## src/hw/rtl/piecewise_linear_table_lookup_core_assert.svh

```systemverilog
// Assertion macros for the piecewise-linear table lookup core.
`ifndef PIECEWISE_LINEAR_TABLE_LOOKUP_CORE_ASSERT_SVH
`define PIECEWISE_LINEAR_TABLE_LOOKUP_CORE_ASSERT_SVH
`ifndef NO_ASSERTIONS
// Check a property on each clock edge outside reset.
`define PLLT_ASSERT(lbl, prop) \
  lbl: assert property (@(posedge clk) disable iff (rst) prop) \
    else $error("pllt: assertion failed");
// Check a property on each clock edge, reset included.
`define PLLT_ASSERT_ALWAYS(lbl, prop) \
  lbl: assert property (@(posedge clk) prop) \
    else $error("pllt: assertion failed");
`else
`define PLLT_ASSERT(lbl, prop)
`define PLLT_ASSERT_ALWAYS(lbl, prop)
`endif
`endif

```

## src/hw/rtl/pllt_pkg.sv

```systemverilog
// Shared types and constants for the piecewise-linear table lookup core.
package pllt_pkg;

  localparam int DEPTH_DEFAULT = 64;
  localparam int DATA_W        = 32;
  localparam int CNT_W         = 7;
  localparam int IDX_W         = 6;

  localparam logic MODE_LOAD  = 1'b0;
  localparam logic MODE_QUERY = 1'b1;

  typedef enum logic [2:0] {
    ST_IDLE,
    ST_READ,
    ST_CMP,
    ST_DIFF,
    ST_MUL,
    ST_LAUNCH,
    ST_DIV,
    ST_REPLY
  } st_t;

  // Request to the serial divider: dividend split in halves, high half < divisor
  typedef struct packed {
    logic              start;
    logic [DATA_W-1:0] hi;
    logic [DATA_W-1:0] lo;
    logic [DATA_W-1:0] divisor;
  } div_req_t;

endpackage

```

## src/hw/rtl/pllt_div.sv

```systemverilog
// Restoring serial divider, one quotient bit per cycle.
module pllt_div (
  input  logic                           clk,
  input  logic                           rst,
  input  pllt_pkg::div_req_t             req,
  output logic                           done,
  output logic [pllt_pkg::DATA_W-1:0]    quot
);
  import pllt_pkg::*;

  localparam int STEP_W = $clog2(DATA_W + 1);

  logic [DATA_W-1:0] rem;
  logic [DATA_W-1:0] acc;
  logic [DATA_W-1:0] divisor;
  logic [STEP_W-1:0] step;
  logic              running;
  logic [DATA_W:0]   shifted;
  logic [DATA_W:0]   trial;
  logic              fits;

  // Shift in the next dividend bit and try the subtract
  assign shifted = {rem, acc[DATA_W-1]};
  assign trial   = shifted - {1'b0, divisor};
  assign fits    = shifted >= {1'b0, divisor};
  assign quot    = acc;

  // Control: run for one step per quotient bit, pulse done at the end
  always_ff @(posedge clk) begin
    if (rst) begin
      running <= 1'b0;
      done    <= 1'b0;
      step    <= '0;
    end else begin
      done <= 1'b0;
      if (req.start) begin
        running <= 1'b1;
        step    <= '0;
      end else if (running) begin
        step <= step + STEP_W'(1);
        if (step == STEP_W'(DATA_W - 1)) begin
          running <= 1'b0;
          done    <= 1'b1;
        end
      end
    end
  end

  // Datapath: remainder and dividend/quotient shift register
  always_ff @(posedge clk) begin
    if (req.start) begin
      rem     <= req.hi;
      acc     <= req.lo;
      divisor <= req.divisor;
    end else if (running) begin
      rem <= fits ? trial[DATA_W-1:0] : shifted[DATA_W-1:0];
      acc <= {acc[DATA_W-2:0], fits};
    end
  end

endmodule

```

## config.mk

```make
export PLATFORM = sky130hd
export DESIGN_NAME = pllt_div
export DESIGN_NICKNAME = d
export VERILOG_FILES = /design/src/hw/rtl/piecewise_linear_table_lookup_core_assert.svh /design/src/hw/rtl/pllt_pkg.sv /design/src/hw/rtl/pllt_div.sv
export SDC_FILE = /design/constraint.sdc
export NUM_CORES = 1
export LEC_CHECK = 0
export ABC_AREA = 1
export BUFFER_PORTS_ARGS = -buffer_cell sky130_fd_sc_hd__buf_4
export CAP_MARGIN = 25
export CORE_MARGIN = 2
export CORE_UTILIZATION = 43
export CTS_CLUSTER_DIAMETER = 60
export DETAILED_ROUTE_END_ITERATION = 8
export SLEW_MARGIN = 0
export SYNTH_ARGS = -nofsm -noshare
export SYNTH_HDL_FRONTEND = slang
export SYNTH_SLANG_ARGS = --single-unit
```

## constraint.sdc

```tcl
create_clock -name clk -period 3.4 [get_ports clk]
set_input_delay 0.17 -clock clk [delete_from_list [all_inputs] [get_ports clk]]
set_output_delay 0.17 -clock clk [all_outputs]
set_load 0.05 [all_outputs]
```

==> results of run 1 <==
[worst max path at each step]
| stage | cells after the start | to |
|---|---|---|
| global route | 10 | rem[22]$_DFFE_PP_ |
| global placement | 10 | rem[22]$_DFFE_PP_ |
| CTS | 10 | rem[20]$_DFFE_PP_ |
| finish | 10 | rem[20]$_DFFE_PP_ |
| floorplan | 4 | quot[0]$_DFFE_PP_ |
| detailed placement | 10 | rem[20]$_DFFE_PP_ |
[power groups by stage]
| stage | combinational, mW | clock [mW] | sequential [mW] |
|---|---|---|---|
| 2_1_floorplan | 1.41 | 0 | 1.84 |
| 3_3_place_gp | 2.03 | 0 | 1.72 |
| 3_5_place_dp | 2.05 | 0 | 1.71 |
| 4_1_cts | 2.08 | 1.05 | 1.69 |
| 5_1_grt | 2.34 | 1.09 | 1.71 |
| 6_report | 2.07 | 1.02 | 1.69 |
[state kept, by name, indices dropped and copies added, names as in the netlist]
name,cells
quot,32
divisor,32
rem,32
done,1
running,1
step,6
[per-layer routing]
layer,up-vias,track usage [%],routed length (µm)
li1,3410,-,-
met1,2880,27.62,8698
met2,150,35.91,8464
met3,23,4.833,964
met4,0,5.969,316
met5,-,0,0
[cell families after synthesis]
logic type / count (synthesis) / synth area share (%)
AO/OA/AOI/OAI: 33 / 2.468
XOR/XNOR: 14 / 1.703
adder cells (fa/ha/maj): 34 / 6.014
buffers and inverters: 193 / 10.88
flip-flops: 104 / 42.27
AND/OR/NAND/NOR: 615 / 36.66
[through the flow]
| stage | cell area [µm²] | cells |
|---|---|---|
| floorplan | 7198 | 993 |
| global placement | 8357 | 1325 |
| detailed placement | 8357 | 1325 |
| CTS | 8960 | 1373 |
| global route | 8960 | 1373 |
| finish | 8960 | 1373 |
[layout make-up]
class	count	area, µm²	area share, %
multi-input cells	696	3374	37.66
inverters	170	638.1	7.122
repair buffers	167	1346	15.03
clock buffers	10	229.0	2.556
well taps	220	275.3	3.072
clock inverters	6	53.80	0.6005
flip-flops and latches	104	3043	33.96
[repair_timing]
action	CTS	global route
hold endpoints to repair	32	0
resized for setup	0	0
hold buffers	32	0
[worst max-delay path, stage by stage (launching register included)]
cell                       delay (ns)
sky130_fd_sc_hd__edfxtp_1        0.41
sky130_fd_sc_hd__ha_1            0.37
sky130_fd_sc_hd__a21oi_1         0.29
sky130_fd_sc_hd__nand2_1         0.10
sky130_fd_sc_hd__a21oi_1         0.17
sky130_fd_sc_hd__nand2_2         0.11
sky130_fd_sc_hd__nor2_8          0.48
sky130_fd_sc_hd__nand2_8         0.25
sky130_fd_sc_hd__nand2_1         0.15
sky130_fd_sc_hd__nand3_1         0.07
sky130_fd_sc_hd__nand2_1         0.09
[placed cells by master (no fill, tap or decap), types with 21 or more instances in the layout]
master / netlist / layout
sky130_fd_sc_hd__ha_1: 33 / 33
sky130_fd_sc_hd__nor2_1: 48 / 48
sky130_fd_sc_hd__a21oi_1: 21 / 21
sky130_fd_sc_hd__nand3b_1: 26 / 26
sky130_fd_sc_hd__nand3_1: 69 / 69
sky130_fd_sc_hd__dlygate4sd3_1: 0 / 32
sky130_fd_sc_hd__edfxtp_1: 96 / 96
sky130_fd_sc_hd__nand2_1: 434 / 433
sky130_fd_sc_hd__buf_4: 3 / 134
sky130_fd_sc_hd__inv_1: 167 / 166
==> summary.md, run 1 <==
The run finished with clean final reports. For this design the total switching power over the nets is 1.906 mW. In this run the worst setup path begins at rem[27]$_DFFE_PP_. The worst hold path was traced through 4 stages. The worst setup path is launched from a flip-flop.

The static leakage was 4.701 nW. The cell area that synthesis handed to floorplanning was 0.007198 mm². Counting every instance in the synthesized netlist gives 993.

The ratio of cells with drive above 1 in the final layout works out to 15.52%. The switching fraction of total power is 39.83%. Worst setup slack after placement: 0.7520 ns. The run gives 0 as the number of hold-slack violations in the final timing report. For the HPWL after detailed placement, the log shows 13,640 µm.

Yosys attributes the largest share of cell area to sky130_fd_sc_hd__edfxtp_1 40%, sky130_fd_sc_hd__nand2_1 23%, sky130_fd_sc_hd__inv_1 8.7%. In this run the deepest clock path goes through 2 buffers. After the last flow step, the layout net total stands at 1,281. The tools report the global router's overall resource usage as 21.31%. The number of global-route vias before repair was 6,415; the synthesized area divided by synthesized cell count was 7.249 µm². The H-tree was split into 3 levels. The reg-to-reg critical path endpoint is rem[20]$_DFFE_PP_.

The critical path in this run is classified as flip-flop to flip-flop. The run gives 0.008818 ns as the final worst clock skew. The max-slew violation count is 0, and the clock net sink count is 104.

For this block, the routed nets add up to 18,440 µm of wire. Of all nets on the critical path, the largest fanout is 34. Power spread over the standard cell area amounts to 534.2 mW/mm². The run gives 0.7575 ns as the minimum setup slack in the final design. After clock tree synthesis, the clock-pin slew on the worst setup and hold paths is 0.08 ns.

Counting every net in the synthesized netlist gives 1,126. At the worst endpoint, the required time is 3.63 ns. The tools report the number of warning messages in the yosys log as 0. The proportion of register bits with asynchronous set or reset after synthesis is 0%. The count of TritonRoute iterations in the first routing pass came out at 4. For the worst-skew pair, the clock arrives at the later sink with an insertion delay of 0.36 ns.

Per report_power, the clock group accounts for 21.4% of the total. In this run the core area contains 47 standard-cell rows. The maximum operating frequency came out at 0.3784 GHz. The average routed wire per standard cell works out to 13.43 µm. Dividing the detail-routed via count by the number of cells gives 4.707. Overall power consumption after layout is estimated at 4.786 mW.

In this run the remaining antenna-violating nets after routing total 0. Counting distinct cell types in the post-synthesis netlist gives 35. VDD sags by at most 0.3179 mV. The number of antenna diodes in the final layout is 0. The synthesized design contains 96 enable-type register cells. The logs give 65 for the pin count of the biggest net entering global routing and 43.3% for the combinational cell fraction of total power.

The worst reg2reg path startpoint was rem[27]$_DFFE_PP_. The capturing element type of the critical path was a flip-flop. The most common cell in the synthesized netlist is sky130_fd_sc_hd__nand2_1. For the number of post-CTS setup repair buffers, the log shows 0. For this run, design rule violations remaining after detail routing come to 0. In this run the most critical hold path is launched from rst. For this run, the leading register cell type out of synthesis is sky130_fd_sc_hd__edfxtp_1. The number of failing setup endpoints in the final timing report was 0.

The worst register-to-register path has a depth of 10. Data arrival time of the worst path: 2.87 ns. The tightest min-delay check is of the input pin to flip-flop type. For the sequential-to-total area share from yosys stat, the log shows 42.27%. The clock tree root buffer cell is sky130_fd_sc_hd__clkbuf_16. The post-route clock period utilization was 77.72%; the worst max-slew margin expressed relative to the limit was 38.02%. The count of buffers added on input and output ports is 131. Cell taking the most area after synthesis: sky130_fd_sc_hd__edfxtp_1. The internal power of the cells totals 2.880 mW. The routability congestion estimate from global placement was 0.9182; the area enclosed by the die boundary was 0.01779 mm².

The horizontal extent of the die was 133.4 µm; the final critical-path required period was 2.642 ns. At the end of the flow the core is filled with cells to 54.41%. Final hold analysis gives a worst-case slack of 0.05585 ns. During I/O placement, the number of pins put on the boundary was 132. Counting the fill cells in the layout gives 1,693. TritonCTS built the clock tree.

Total grt overflow: 0. Setup total negative slack on the finished layout was measured at 0 ns. The tools report the global-route wire length before repair as 30,390 µm. The portion of synthesized cell area occupied by the leading cell type came out at 40.05%.

The die span in y was 133.4 µm; the synthesis-stage register bit count was 104. The share of total power in sequential cells is 35.3%, and the TritonCTS buffer count is 9. The first routing iteration left 317 violations. Via total after detailed routing: 6,463. Setup repair after global routing left no endpoint under its margin.

Ranked by instance count, the synthesized netlist is headed by 434 x sky130_fd_sc_hd__nand2_1, 167 x sky130_fd_sc_hd__inv_1, 96 x sky130_fd_sc_hd__edfxtp_1. In this run the register-to-register setup slack is 0.76 ns. The area of the placeable core is 0.01647 mm², and the effective utilization at floorplan is 43.72%.

The path with the worst hold slack has its endpoint at running$_SDFF_PP0_. Initial antenna violation count: 0. The number of max-cap violations was 0. The area growth from synthesis to layout is 24.47%. The measured slew at the worst slew-check pin is 0.9284 ns.
Power figures use the tool's default switching activity.
==> inputs of run 2 (changes only) <==
--- a/config.mk
+++ b/config.mk
@@ -5,13 +5,14 @@
 export SDC_FILE = /design/constraint.sdc
 export NUM_CORES = 1
 export LEC_CHECK = 0
-export ABC_AREA = 1
+export ABC_AREA = 0
 export BUFFER_PORTS_ARGS = -buffer_cell sky130_fd_sc_hd__buf_4
 export CAP_MARGIN = 25
 export CORE_MARGIN = 2
 export CORE_UTILIZATION = 43
 export CTS_CLUSTER_DIAMETER = 60
 export DETAILED_ROUTE_END_ITERATION = 8
+export PLACE_DENSITY = 0.65
 export SLEW_MARGIN = 0
 export SYNTH_ARGS = -nofsm -noshare
 export SYNTH_HDL_FRONTEND = slang
==> constraint.sdc (replaced) <==
create_clock -name clk -period 2.7 [get_ports clk]
set_input_delay 0.135 -clock clk [delete_from_list [all_inputs] [get_ports clk]]
set_output_delay 0.135 -clock clk [all_outputs]
set_load 0.05 [all_outputs]
==> summary.md, run 2 <==
The flow ran to the end, but the final reports show violations. The final reports fail on negative setup slack. The area of the placeable core is 0.01388 mm². The H-tree was split into 3 levels. STA puts the critical path data required time at 2.81 ns.

The endpoint identified for the worst register-to-register timing path is rem[0]$_DFFE_PP_. The reg2reg setup slack came out at -0.24 ns. The number of design-rule violations left by the first detailed-router iteration came out at 256.

The final route contains 5,441 vias. Cell taking the most area after synthesis: sky130_fd_sc_hd__edfxtp_1. Ranked by instance count, the synthesized netlist is headed by 96 x sky130_fd_sc_hd__edfxtp_1, 61 x sky130_fd_sc_hd__nand2_1, 48 x sky130_fd_sc_hd__nor2_1. The portion of synthesized cell area occupied by the leading cell type is 47.09%.

The die span in y came out at 123.3 µm. The worst pin sits at a relative slew slack of 60.75%. The placed instance count was 964. The horizontal extent of the die came out at 123.3 µm. The number of hold-slack violations in the final timing report was 0; the area growth from synthesis to final layout was 53.42%. The final layout contains 986 nets. The critical setup path kind is flip-flop to flip-flop. The tools report the global router's overall resource usage as 21.67%. Counting cells, the worst reg-to-reg path comes to 11. Routability congestion estimate from global placement: 0.9148. Sorting the synthesized cells by area gives the leading types as sky130_fd_sc_hd__edfxtp_1 47%, sky130_fd_sc_hd__ha_1 6.7%, sky130_fd_sc_hd__mux2_2 5.9%.

The largest fanout on the critical path was 7. TritonCTS built the clock tree. The largest buffer count on any clock path came out at 2.

In the synthesized netlist the dominant register cell turns out to be sky130_fd_sc_hd__edfxtp_1. The average routed wire per standard cell is 16.26 µm, and the number of global-route vias before repair is 5,469. The initialized floorplan defines 43 standard-cell rows.

Summed over all cells, the static leakage comes to 4.007 nW. Between clock sinks in the finished design, the worst skew comes to 0.007872 ns. The antenna diode instance count was 0; the power consumption was 7.295 mW. For this run, asynchronously set or reset flops after synthesis account for 0%. For this run, design rule violations remaining after detail routing come to 0.

Global routing finished with a remaining overflow of 0. Number of max-cap violations: 0. Startpoint type of the worst setup path: a flip-flop.

Summed over all nets, the half-perimeter wirelength after detailed placement is 11,700 µm. Area enclosed by the die boundary: 0.01521 mm². The tools report the count of placed standard cells in the final layout, fillers left out as 1,038. Setup violations remaining at the end of the flow were counted as 33. Derived from the worst setup path, the maximum achievable clock frequency is 0.3402 GHz. The final critical path takes up 108.9% of the cycle.

Summing all non-filler instances in the final layout gives an area of 0.009393 mm². Wires add up to 16,880 µm. The data arrival time of the worst path is 3.05 ns, and the final critical-path required period is 2.940 ns. For hold timing, the worst endpoint is rem[20]$_DFFE_PP_. The startpoint identified for the worst hold timing path is req[84]. In the layout the commonest cells are 241 x sky130_fd_sc_hd__buf_4, 96 x sky130_fd_sc_hd__edfxtp_1, 46 x sky130_fd_sc_hd__nor2_1. In this run the cell area measured after placement is 0.008049 mm². The effective utilization at floorplan was 44.10%; the register clock-pin slew on the reported worst setup and hold paths was 0.08 ns.

The path class of the lowest-slack min-delay path is input pin to flip-flop. The commonest non-fill, non-tap cell in the layout was sky130_fd_sc_hd__buf_4. Across the VDD grid, the largest voltage drop is 0.4563 mV. Clock latency on the worst-skew pair: 0.36 ns.

Synthesized netlist cell count: 575. Averaged over all synthesized cells, the footprint is 10.65 µm². The number of nets produced by synthesis is 708, and the clock net sink count is 104. The utilization of the core after routing is 67.67%.

The power per cell area was 776.6 mW/mm²; the synthesis-stage register bit count was 104. The capturing element type of the critical path is a flip-flop. CTS placed an instance of sky130_fd_sc_hd__clkbuf_16 at the clock tree root. The sequential-to-total area share from yosys stat is 49.70%, and the initial antenna violation count is 0. The remaining antenna violation count is 0. For this run, the number of Yosys warnings is 0. Hold is met by 0.06913 ns. Before antenna repair, the detailed router went through 4 iterations. The tools report the number of ports placed on the die boundary as 132.

For the max-slew violation count, the log shows 0. Setup repair after global routing could not meet its margin everywhere. Layout filler cell count: 1,083.

The library cell with the highest instance count after synthesis is sky130_fd_sc_hd__edfxtp_1. Dividing the detail-routed via count by the number of cells gives 5.242. The number of enable flip-flop cells after synthesis was 96. In this run the critical register-to-register path is launched from rem[9]$_DFFE_PP_. Along the worst hold path, the cell count comes to 3.

Clock tree synthesis inserted a total of 9 buffers. The synthesized area was 0.006122 mm². The tools report the minimum setup slack in the final design as -0.2397 ns. For the pin with the worst max-slew slack, the measured transition is 0.5866 ns. Ratio of cells with drive above 1 in the final layout: 45.69%. The pin count of the biggest net entering global routing was 47. The netlist uses 61 different library cells. The first global-routing pass estimated 25,750 µm of wire.

In this run the tool buffered the top-level ports with 131 buffer cells.
run 2: changes by cell type after synthesis, sizes merged, moves of 7 or more:
cell / before / now
nand2: 440 / 61
inv: 170 / 44
nand3: 74 / 10
mux2: 0 / 33
nand3b: 26 / 0
a31oi: 1 / 20
a21oi: 22 / 37
o21ai: 7 / 20
xor2: 0 / 13
a21o: 1 / 11
nor2: 58 / 49
nor3: 4 / 13
or3: 0 / 7
run 2: worst max-delay path, cell delays in order, from the launching register on:
cell                       delay [ns]
sky130_fd_sc_hd__edfxtp_1        0.46
sky130_fd_sc_hd__ha_4            0.28
sky130_fd_sc_hd__a21o_1          0.17
sky130_fd_sc_hd__a21o_1          0.16
sky130_fd_sc_hd__a21o_1          0.16
sky130_fd_sc_hd__or3_4           0.35
sky130_fd_sc_hd__a221oi_4        0.27
sky130_fd_sc_hd__buf_4           0.16
sky130_fd_sc_hd__o31a_4          0.22
sky130_fd_sc_hd__buf_12          0.14
sky130_fd_sc_hd__mux2i_2         0.06
sky130_fd_sc_hd__mux2_4          0.26
run 2: cells by family (layout without fill, tap and decap cells):
logic type	count (synthesis)	count (layout)	synth area share [%]
multiplexers	39	39	7.112
adder cells (fa/ha/maj)	34	34	7.071
flip-flops	104	104	49.70
AND/OR/NAND/NOR	177	177	13.67
XOR/XNOR	26	26	3.720
buffers and inverters	67	350	4.680
AO/OA/AOI/OAI	128	128	14.04
run 2: routing by layer:
layer,vias to the layer above,global-route usage [%],routed length (µm)
met1,2580,26.22,7088
met3,29,5.766,888
met2,144,37.40,8524
met4,0,7.102,380
met5,-,0,0
li1,2688,-,-
run 2: power breakdown:
part	switching, mW	internal, mW
clock	0.689	0.666
combinational	1.87	1.87
sequential	0.145	2.06
run 2: layout make-up:
class | instances | area, µm² | area share, %
inverters | 44 | 165.2 | 1.758
multi-input cells | 404 | 3301 | 35.14
clock inverters | 7 | 83.83 | 0.8925
well taps | 180 | 225.2 | 2.398
clock buffers | 9 | 225.2 | 2.398
flip-flops and latches | 104 | 3043 | 32.40
repair buffers | 290 | 2350 | 25.02
run 2: how the worst max path moves through the flow:
stage                     startpoint                 to  slack (ns)  cells after the start
5_1_grt             rem[9]$_DFFE_PP_   rem[1]$_DFFE_PP_       -0.31                     11
3_5_place_dp        rem[3]$_DFFE_PP_  rem[31]$_DFFE_PP_       -0.46                     10
4_1_cts        divisor[11]$_DFFE_PP_   rem[0]$_DFFE_PP_       -0.27                     12
6_report            rem[9]$_DFFE_PP_   rem[0]$_DFFE_PP_       -0.24                     11
2_1_floorplan     quot[31]$_DFFE_PP_  rem[21]$_DFFE_PP_       -0.23                     11
3_3_place_gp        rem[3]$_DFFE_PP_  rem[31]$_DFFE_PP_       -0.25                     10
run 2: what timing repair did:
action,CTS,global route
endpoints found under the setup margin,33,33
resized for setup,50,51
setup buffers,11,14
hold buffers,33,0
cloned,1,0
hold endpoints to repair,33,0
pin swaps,25,36
run 2: per-stage QoR:
stage	setup slack (ns)	TNS, ns
CTS	-0.2673	-5.974
floorplan	-0.2343	-4.147
finish	-0.2397	-5.004
detailed placement	-0.4646	-7.323
global placement	-0.2452	-3.710
global route	-0.3118	-7.983
